`src/hw/rtl/plr_pkg.sv`:
```
// Shared types, constants and helpers for the page-mode line rasterizer.
`timescale 1ns / 1ps

package plr_pkg;

    localparam int COORD_W      = 7;
    localparam int PAGE_W       = 4;
    localparam int PIX_W        = 8;
    localparam int ERR_W        = 10;
    localparam int TWICE_W      = 8;
    localparam int PAGE_SHIFT   = 3;
    localparam int DEF_ROW_BITS = 7;
    localparam int DEF_COL_BITS = 7;
    localparam int Q_DEPTH      = 4;
    localparam int Q_PTR_W      = $clog2(Q_DEPTH);
    localparam int Q_CNT_W      = $clog2(Q_DEPTH + 1);

    localparam logic OP_START  = 1'b0;
    localparam logic OP_STEP   = 1'b1;
    localparam logic KIND_POS  = 1'b0;
    localparam logic KIND_DATA = 1'b1;

    typedef enum logic [1:0] {
        DIR_NONE = 2'd0,
        DIR_INC  = 2'd1,
        DIR_DEC  = 2'd2
    } t_dir;

    typedef struct packed {
        logic              kind;
        logic [PAGE_W-1:0] page;
        logic [COORD_W-1:0] column;
        logic [PIX_W-1:0]  pixels;
        logic              last;
    } t_result;

    typedef struct packed {
        logic [1:0] count;
        t_result    res0;
        t_result    res1;
    } t_push;

    function automatic t_result f_pos(input logic [PAGE_W-1:0] page,
                                      input logic [COORD_W-1:0] column);
        t_result r;
        r.kind   = KIND_POS;
        r.page   = page;
        r.column = column;
        r.pixels = '0;
        r.last   = 1'b0;
        return r;
    endfunction

    function automatic t_result f_data(input logic [PIX_W-1:0] pixels,
                                       input logic last);
        t_result r;
        r.kind   = KIND_DATA;
        r.page   = '0;
        r.column = '0;
        r.pixels = pixels;
        r.last   = last;
        return r;
    endfunction

endpackage

```
`src/hw/rtl/page_mode_line_rasterizer.sv`:
```
// Top level of the page-mode Bresenham line rasterizer.
`timescale 1ns / 1ps

// Draws lines for a display whose memory holds vertical 8-pixel bytes per
// page and column. A start transaction (opcode 0) emits a set-position result;
// each step transaction (opcode 1) advances one pixel and emits nothing, or a
// data byte followed by a new position when the column or page changes; the
// step after the last pixel emits the final byte with last set. Steps while no
// line is open are dropped. One transaction is accepted per cycle unless
// input is held off; it is registered in the input register, then its
// results enter a 4-entry result queue. Results leave at one per cycle
// while the output is ready. A transaction in the input register waits
// while the queue has fewer than two free slots, so a long run of page or
// column crossings is paced by the results leaving the queue.

module page_mode_line_rasterizer import plr_pkg::*; #(
    parameter int ROW_BITS = DEF_ROW_BITS,
    parameter int COL_BITS = DEF_COL_BITS
) (
    input  logic               i_clk,
    input  logic               i_rst_n,
    input  logic               i_in_valid,
    output logic               o_in_ready,
    input  logic               i_opcode,
    input  logic [COORD_W-1:0] i_row_start,
    input  logic [COORD_W-1:0] i_col_start,
    input  logic [COORD_W-1:0] i_row_end,
    input  logic [COORD_W-1:0] i_col_end,
    output logic               o_out_valid,
    input  logic               i_out_ready,
    output logic               o_kind,
    output logic [PAGE_W-1:0]  o_page,
    output logic [COORD_W-1:0] o_column,
    output logic [PIX_W-1:0]   o_pixels,
    output logic               o_last
);

    t_push   push;
    t_result result;
    logic    room;

    plr_step #(
        .ROW_BITS (ROW_BITS),
        .COL_BITS (COL_BITS)
    ) u_step (
        .i_clk       (i_clk),
        .i_rst_n     (i_rst_n),
        .i_in_valid  (i_in_valid),
        .o_in_ready  (o_in_ready),
        .i_opcode    (i_opcode),
        .i_row_start (i_row_start),
        .i_col_start (i_col_start),
        .i_row_end   (i_row_end),
        .i_col_end   (i_col_end),
        .i_room      (room),
        .o_push      (push)
    );

    plr_fifo u_fifo (
        .i_clk       (i_clk),
        .i_rst_n     (i_rst_n),
        .i_push      (push),
        .o_room      (room),
        .o_out_valid (o_out_valid),
        .i_out_ready (i_out_ready),
        .o_result    (result)
    );

    assign o_kind   = result.kind;
    assign o_page   = result.page;
    assign o_column = result.column;
    assign o_pixels = result.pixels;
    assign o_last   = result.last;

endmodule

```
`src/hw/rtl/plr_step.sv`:
```
// Input register, line state and one Bresenham step per transaction.
`timescale 1ns / 1ps

module plr_step import plr_pkg::*; #(
    parameter int ROW_BITS = DEF_ROW_BITS,
    parameter int COL_BITS = DEF_COL_BITS
) (
    input  logic               i_clk,
    input  logic               i_rst_n,
    input  logic               i_in_valid,
    output logic               o_in_ready,
    input  logic               i_opcode,
    input  logic [COORD_W-1:0] i_row_start,
    input  logic [COORD_W-1:0] i_col_start,
    input  logic [COORD_W-1:0] i_row_end,
    input  logic [COORD_W-1:0] i_col_end,
    input  logic               i_room,
    output t_push              o_push
);

    logic               r_in_valid;
    logic               r_opcode;
    logic [COORD_W-1:0] r_row_start, r_col_start, r_row_end, r_col_end;

    logic                r_active, n_active;
    logic [ROW_BITS-1:0] r_cur_row, n_cur_row;
    logic [COL_BITS-1:0] r_cur_col, n_cur_col;
    t_dir                r_row_dir, n_row_dir;
    t_dir                r_col_dir, n_col_dir;
    logic                r_major_is_col, n_major_is_col;
    logic [ERR_W-1:0]    r_err, n_err;
    logic [TWICE_W-1:0]  r_minor_twice, n_minor_twice;
    logic [TWICE_W-1:0]  r_major_twice, n_major_twice;
    logic [COORD_W-1:0]  r_steps_left, n_steps_left;
    logic [PIX_W-1:0]    r_pixel_byte, n_pixel_byte;

    logic                fire;
    logic [ROW_BITS-1:0] r0, r1, adr, st_row;
    logic [COL_BITS-1:0] c0, c1, adc, st_col;
    logic [COORD_W-1:0]  adr_x, adc_x, major, minor;
    logic                e_ge;

    function automatic logic [ROW_BITS-1:0] f_move_row(input logic [ROW_BITS-1:0] v,
                                                       input t_dir d);
        logic [ROW_BITS-1:0] r;
        unique case (d)
            DIR_INC: r = v + ROW_BITS'(1);
            DIR_DEC: r = v - ROW_BITS'(1);
            default: r = v;
        endcase
        return r;
    endfunction

    function automatic logic [COL_BITS-1:0] f_move_col(input logic [COL_BITS-1:0] v,
                                                       input t_dir d);
        logic [COL_BITS-1:0] r;
        unique case (d)
            DIR_INC: r = v + COL_BITS'(1);
            DIR_DEC: r = v - COL_BITS'(1);
            default: r = v;
        endcase
        return r;
    endfunction

    function automatic logic [PAGE_W-1:0] f_page(input logic [ROW_BITS-1:0] row);
        logic [COORD_W-1:0] wide;
        wide = COORD_W'(row);
        return wide[COORD_W-1:PAGE_SHIFT];
    endfunction

    function automatic logic [PIX_W-1:0] f_bit(input logic [ROW_BITS-1:0] row);
        return PIX_W'(1) << row[PAGE_SHIFT-1:0];
    endfunction

    assign fire       = r_in_valid && i_room;
    assign o_in_ready = !r_in_valid || fire;

    always_comb begin
        r0 = r_row_start[ROW_BITS-1:0];
        r1 = r_row_end[ROW_BITS-1:0];
        c0 = r_col_start[COL_BITS-1:0];
        c1 = r_col_end[COL_BITS-1:0];
        adr = (r1 > r0) ? r1 - r0 : r0 - r1;
        adc = (c1 > c0) ? c1 - c0 : c0 - c1;
        adr_x = COORD_W'(adr);
        adc_x = COORD_W'(adc);
        e_ge  = !r_err[ERR_W-1];
        major = (adr_x < adc_x) ? adc_x : adr_x;
        minor = (adr_x < adc_x) ? adr_x : adc_x;
        st_row = r_cur_row;
        st_col = r_cur_col;

        n_active       = r_active;
        n_cur_row      = r_cur_row;
        n_cur_col      = r_cur_col;
        n_row_dir      = r_row_dir;
        n_col_dir      = r_col_dir;
        n_major_is_col = r_major_is_col;
        n_err          = r_err;
        n_minor_twice  = r_minor_twice;
        n_major_twice  = r_major_twice;
        n_steps_left   = r_steps_left;
        n_pixel_byte   = r_pixel_byte;
        o_push.count   = 2'd0;
        o_push.res0    = f_data(r_pixel_byte, 1'b0);
        o_push.res1    = f_pos(f_page(r_cur_row), COORD_W'(r_cur_col));

        if (fire) begin
            if (r_opcode == OP_START) begin
                n_row_dir      = (r1 > r0) ? DIR_INC : ((r1 < r0) ? DIR_DEC : DIR_NONE);
                n_col_dir      = (c1 > c0) ? DIR_INC : ((c1 < c0) ? DIR_DEC : DIR_NONE);
                n_major_is_col = adr_x < adc_x;
                n_minor_twice  = {minor, 1'b0};
                n_major_twice  = {major, 1'b0};
                n_err          = ERR_W'({minor, 1'b0}) - ERR_W'(major);
                n_steps_left   = major;
                n_cur_row      = r0;
                n_cur_col      = c0;
                n_pixel_byte   = f_bit(r0);
                n_active       = 1'b1;
                o_push.count   = 2'd1;
                o_push.res0    = f_pos(f_page(r0), COORD_W'(c0));
            end else if (r_active) begin
                if (r_steps_left == '0) begin
                    n_active     = 1'b0;
                    o_push.count = 2'd1;
                    o_push.res0  = f_data(r_pixel_byte, 1'b1);
                end else begin
                    if (r_major_is_col) begin
                        st_col = f_move_col(r_cur_col, r_col_dir);
                        if (e_ge) begin
                            st_row = f_move_row(r_cur_row, r_row_dir);
                        end
                    end else begin
                        st_row = f_move_row(r_cur_row, r_row_dir);
                        if (e_ge) begin
                            st_col = f_move_col(r_cur_col, r_col_dir);
                        end
                    end
                    n_err = r_err - (e_ge ? ERR_W'(r_major_twice) : '0)
                            + ERR_W'(r_minor_twice);
                    n_steps_left = r_steps_left - COORD_W'(1);
                    n_cur_row    = st_row;
                    n_cur_col    = st_col;
                    if (st_col != r_cur_col || f_page(st_row) != f_page(r_cur_row)) begin
                        o_push.count = 2'd2;
                        o_push.res0  = f_data(r_pixel_byte, 1'b0);
                        o_push.res1  = f_pos(f_page(st_row), COORD_W'(st_col));
                        n_pixel_byte = f_bit(st_row);
                    end else begin
                        n_pixel_byte = r_pixel_byte | f_bit(st_row);
                    end
                end
            end
        end
    end

    always_ff @(posedge i_clk) begin
        if (!i_rst_n) begin
            r_in_valid <= 1'b0;
            r_active   <= 1'b0;
        end else begin
            if (i_in_valid && o_in_ready) begin
                r_in_valid <= 1'b1;
            end else if (fire) begin
                r_in_valid <= 1'b0;
            end
            r_active <= n_active;
        end
    end

    always_ff @(posedge i_clk) begin
        if (i_in_valid && o_in_ready) begin
            r_opcode    <= i_opcode;
            r_row_start <= i_row_start;
            r_col_start <= i_col_start;
            r_row_end   <= i_row_end;
            r_col_end   <= i_col_end;
        end
        r_cur_row      <= n_cur_row;
        r_cur_col      <= n_cur_col;
        r_row_dir      <= n_row_dir;
        r_col_dir      <= n_col_dir;
        r_major_is_col <= n_major_is_col;
        r_err          <= n_err;
        r_minor_twice  <= n_minor_twice;
        r_major_twice  <= n_major_twice;
        r_steps_left   <= n_steps_left;
        r_pixel_byte   <= n_pixel_byte;
    end

endmodule

```
`src/hw/rtl/plr_fifo.sv`:
```
// Result queue: takes up to two results per cycle, delivers one per cycle while the output is ready.
`timescale 1ns / 1ps

module plr_fifo import plr_pkg::*; (
    input  logic    i_clk,
    input  logic    i_rst_n,
    input  t_push   i_push,
    output logic    o_room,
    output logic    o_out_valid,
    input  logic    i_out_ready,
    output t_result o_result
);

    t_result             r_q [Q_DEPTH];
    logic [Q_PTR_W-1:0]  r_wr_ptr, r_rd_ptr;
    logic [Q_CNT_W-1:0]  r_count;
    logic                pop;
    logic [Q_PTR_W-1:0]  wr_ptr1;

    assign o_out_valid = r_count != '0;
    assign o_result    = r_q[r_rd_ptr];
    assign pop         = o_out_valid && i_out_ready;
    assign o_room      = r_count <= Q_CNT_W'(Q_DEPTH - 2);
    assign wr_ptr1     = r_wr_ptr + Q_PTR_W'(1);

    always_ff @(posedge i_clk) begin
        if (!i_rst_n) begin
            r_wr_ptr <= '0;
            r_rd_ptr <= '0;
            r_count  <= '0;
        end else begin
            r_wr_ptr <= r_wr_ptr + Q_PTR_W'(i_push.count);
            if (pop) begin
                r_rd_ptr <= r_rd_ptr + Q_PTR_W'(1);
            end
            r_count <= r_count + Q_CNT_W'(i_push.count) - Q_CNT_W'(pop);
        end
    end

    always_ff @(posedge i_clk) begin
        if (i_push.count != 2'd0) begin
            r_q[r_wr_ptr] <= i_push.res0;
        end
        if (i_push.count == 2'd2) begin
            r_q[wr_ptr1] <= i_push.res1;
        end
    end

endmodule

```
`config.mk`:
```
export PLATFORM = sky130hd
export DESIGN_NAME = page_mode_line_rasterizer
export DESIGN_NICKNAME = d
export VERILOG_FILES = /design/src/hw/rtl/plr_pkg.sv /design/src/hw/rtl/page_mode_line_rasterizer.sv /design/src/hw/rtl/plr_step.sv /design/src/hw/rtl/plr_fifo.sv
export SDC_FILE = /design/constraint.sdc
export NUM_CORES = 1
export LEC_CHECK = 0
export BUFFER_PORTS_ARGS = -buffer_cell sky130_fd_sc_hd__buf_2
export CAP_MARGIN = 20
export CORE_MARGIN = 3
export CORE_UTILIZATION = 65
export DETAILED_ROUTE_END_ITERATION = 7
export PLACE_DENSITY = 0.91
export SLEW_MARGIN = 20
export SYNTH_ARGS = -nofsm -noshare
export SYNTH_HDL_FRONTEND = slang
export SYNTH_HIERARCHICAL = 1
export SYNTH_SLANG_ARGS = --single-unit
```
`constraint.sdc`:
```
create_clock -name i_clk -period 15.35 [get_ports i_clk]
set_input_delay 0.7675 -clock i_clk [delete_from_list [all_inputs] [get_ports i_clk]]
set_output_delay 0.7675 -clock i_clk [all_outputs]
set_load 0.02 [all_outputs]
```
==> summary.log <==
[outcome] outcome completed
[yosys] fraction of the mapped netlist area in simple logic gates 8.926%
[hold_path] Hold Path Origin i_row_end[4]
[sta] setup repair after global routing missed its margin false
[die] starting density of the core 67.38%
[clock_tree] CTS Sinks 181
[detailed_routing] drc violations 0
[die] floorplan die area 0.01983 mm2
[detailed_routing] wire per inst 19.59 um
[clock_tree] Post CTS Setup Buffer Count 0
[detailed_routing] starting DRC count in detailed routing 672
[sta] Total Neg Setup Slack 0 ps
[clock_tree] number of instances resized during post-cts repair 0
[yosys] post-synthesis cell count 973
[placement] gpl congestion 0.9094
[die] Boundary Pins 56
[die] die boundary width 140.8 um
[sta] Final Max Tran Viols 0
[placement] number of cells after detailed placement 1233
[cells_and_area] FILL cells 1119
[sta] final hold vios 0
[yosys] dominant cell type by area after synthesis edfxtp_1
[die] number of rows created at floorplan 48
[global_routing] number of global-route vias before repair 7865
[cells_and_area] register ranked first by flip-flop count u_fifo/r_q
[cells_and_area] Area Growth Syn to Fin 8.704%
[yosys] Post-synth ARST share 0%
[yosys] primary flip-flop cell chosen by synthesis mapping edfxtp_1
[clock_tree] clk slew on worst S/H paths 80 ps
[yosys] largest cells by area after synthesis edfxtp_1 (43%), ha_1 (6.5%), mux2_2 (5.0%)
[global_routing] initial antenna violation count 0
[hold_path] Min-Delay Path Depth 1
[critical_path] Setup Crit Path Kind register to register
[critical_path] Reg2Reg Setup Slack 8760 ps
[power_and_ir_drop] leak pwr 5.287 nW
[yosys] post-synthesis share of cell area spent on xor and xnor gates 3.537%
[cells_and_area] fraction of final layout cells with drive strength greater than 1 23.54%
[critical_path] nature of the critical path endpoint register
[sta] final setup vio count 0
[sta] actual slew at the worst max-slew pin 1028 ps
[yosys] main combinational cell family by area after synthesis multiplexers
[detailed_routing] DRT Pass-1 Iters 5
[yosys] Mapped Area 0.01182 mm2
[sta] Relative slew margins 31.40%
[clock_tree] maximum number of buffers from clock root to sink 2
[detailed_routing] via density per instance 6.143
[cells_and_area] cell area after layout 0.01284 mm2
[hold_path] worst hold path class primary input to register
[sta] smallest setup slack after layout 8757 ps
[power_and_ir_drop] pwr dens 161.7 mW/mm2
[power_and_ir_drop] total chip power 2.077 mW
[clock_tree] Root Driver clkbuf_16
[run] count of max-cap constraint violations 0
[detailed_routing] number of routed nets with antenna violations 0
[sta] Period minus WS final 6593 ps
[cells_and_area] antenna diode instance count 0
[sta] period utilization 42.95%
[global_routing] combined global-route utilization of all metal layers 25.48%
[die] die span in y 140.8 um
[critical_path] startpoint of the most critical register-to-register path u_step/r0[4]
[yosys] average size of a mapped cell 12.14 um2
[clock_tree] total number of H-tree levels 4
[yosys] number of enable flip-flop cells after synthesis 170
[sta] fmax 151.7 MHz
[yosys] adder-cell area share of the yosys netlist 9.360%
[yosys] register area share after synthesis 45.07%
[sta] clock skew after layout 8.468 ps
[placement] total half-perimeter wirelength after legalization and detailed placement 17400 um
[placement] number of buffers added on ports 55
[cells_and_area] Cell Count, Final, Fillers Out 1266
[hold_path] destination of the worst hold path u_step/r1[4]
[global_routing] pin count of the biggest net entering global routing 64
[critical_path] data required time at the worst endpoint 15500 ps
[yosys] number of storage elements in the synthesis netlist 181
[cells_and_area] Largest register FFs 84
[clock_tree] hold bufs inserted after CTS 0
[cells_and_area] registers with the highest flip-flop counts u_fifo/r_q x84, u_step/r_err x9, u_step/r_pixel_byte x8
[clock_tree] TritonCTS clock tree done
[die] area of the core 0.01754 mm2
[detailed_routing] final routed wirelength across all metal layers 24800 um
[placement] cell area after placement 0.01225 mm2
[placement] Placement Setup Slack 8860 ps
[critical_path] path depth of the worst reg2reg path 23
[yosys] synth unique cells 87
[power_and_ir_drop] highest ir drop seen on vdd 0.0001086 V
[global_routing] global-route wire length before repair 39740 um
[critical_path] end of the worst register-to-register path u_step/r_err[6]
[clock_tree] number of buffers created by CTS 17
[yosys] area fraction of the dominant cell type after synthesis 43.20%
[detailed_routing] vias 7777
[yosys] mux contribution to synthesized area 16.61%
[yosys] warnings from Yosys 6
[cells_and_area] final net count 1138
[global_routing] gr ovfl total 0
[critical_path] CP Data Arrival Time 6750 ps
[clock_tree] later-pin clock latency in the skew report 430 ps
[critical_path] largest fanout on the critical path 21
[critical_path] critical path launch point type register
[yosys] Compound-Gate Fraction of Synth Area 10.55%
-- area by class of cell --
type	instances	area (um2)	area share [%]
Inverter	114	427.9	3.331
Tap cell	225	281.5	2.192
Clock buffer	17	425.4	3.312
Sequential cell	181	5325	41.46
Multi-Input combinational cell	645	5844	45.50
Timing Repair Buffer	69	384.1	2.990
Clock inverter	15	156.4	1.218
-- layer usage --
| metal | GRT usage [%] | routed length (um) |
|---|---|---|
| met4 | 9.944 | 625 |
| met1 | 32.10 | 10230 |
| met5 | 0 | 0 |
| met3 | 4.206 | 1436 |
| met2 | 44.23 | 12510 |
-- layout by cell type (no fill, tap or decap), types with 26 or more instances in the layout --
cell type and instances:
edfxtp_1 170, inv_1 112, ha_1 61, nor2_1 58, buf_2 55, a21oi_1 55
mux2_2 52, nand2_1 40, mux2_4 39, xnor2_1 30, mux2i_1 26
-- synthesized netlist by cell type (all sizes together), types with 11 or more instances --
library cell and instances:
fa 16, a21oi 57, xnor2 30, mux2i 28, clkbuf 13, o21ai 28, nor2b 16, nand3 15
mux2 93, edfxtp 170, nor2 59, inv 114, buf 29, ha 61, nand2 40, mux4 21
and2 11, dfxtp 11, a21o 19
-- stage by stage --
step / hold WS (ps) / utilization (%)
floorplan: 448.9 / -
global placement: 465.6 / 69.86
detailed placement: 488.9 / 69.86
CTS: 487.9 / 73.18
global route: 485.0 / 73.24
finish: 503.7 / 73.24
-- worst max path at each step --
stage	from	end	slack (ps)
floorplan	u_step/r0[2]	u_step/r_err[7]	9360
global placement	u_step/r0[4]	u_step/r_err[6]	9090
detailed placement	u_step/r0[4]	u_step/r_err[6]	8860
CTS	u_step/r0[4]	u_step/r_err[6]	8800
global route	u_step/r0[2]	u_step/r_err[6]	8310
finish	u_step/r0[4]	u_step/r_err[6]	8760
-- worst max-delay path: stages, from the launching register on --
cell and delay [ps]:
edfxtp_1 380, inv_1 70, ha_1 430, a211o_1 360, a21o_1 240, o21ai_4 240, inv_2 110, o2111a_1 300
or4b_1 520, nand3_1 170, inv_1 60, ha_1 320, and4_1 190, a211oi_1 390, o21bai_2 510, o21ai_0 400
fa_1 530, a21o_1 200, a21oi_1 210, inv_1 60, a21oi_1 170, maj3_2 240, xnor2_1 110, mux2i_1 90
-- where the power goes --
part	switching (mW)	internal (mW)	leakage, nW	total [mW]
Combinational	0.555	0.430	3.34	0.985
Clock	0.209	0.218	0.285	0.427
Sequential	0.0321	0.634	1.66	0.666
Total	0.795	1.28	5.29	2.08
-- cells by family (layout without fill, tap and decap cells) --
| logic type | Yosys count | count (layout) |
|---|---|---|
| AO/OA/AOI/OAI | 179 | 179 |
| XOR/XNOR | 43 | 43 |
| adder cells (fa/ha/maj) | 79 | 79 |
| buffers and inverters | 156 | 215 |
| flip-flops | 181 | 181 |
| multiplexers | 142 | 142 |
| other | 1 | 10 |
| AND/OR/NAND/NOR | 192 | 192 |
(Power assumes the default switching activity.)
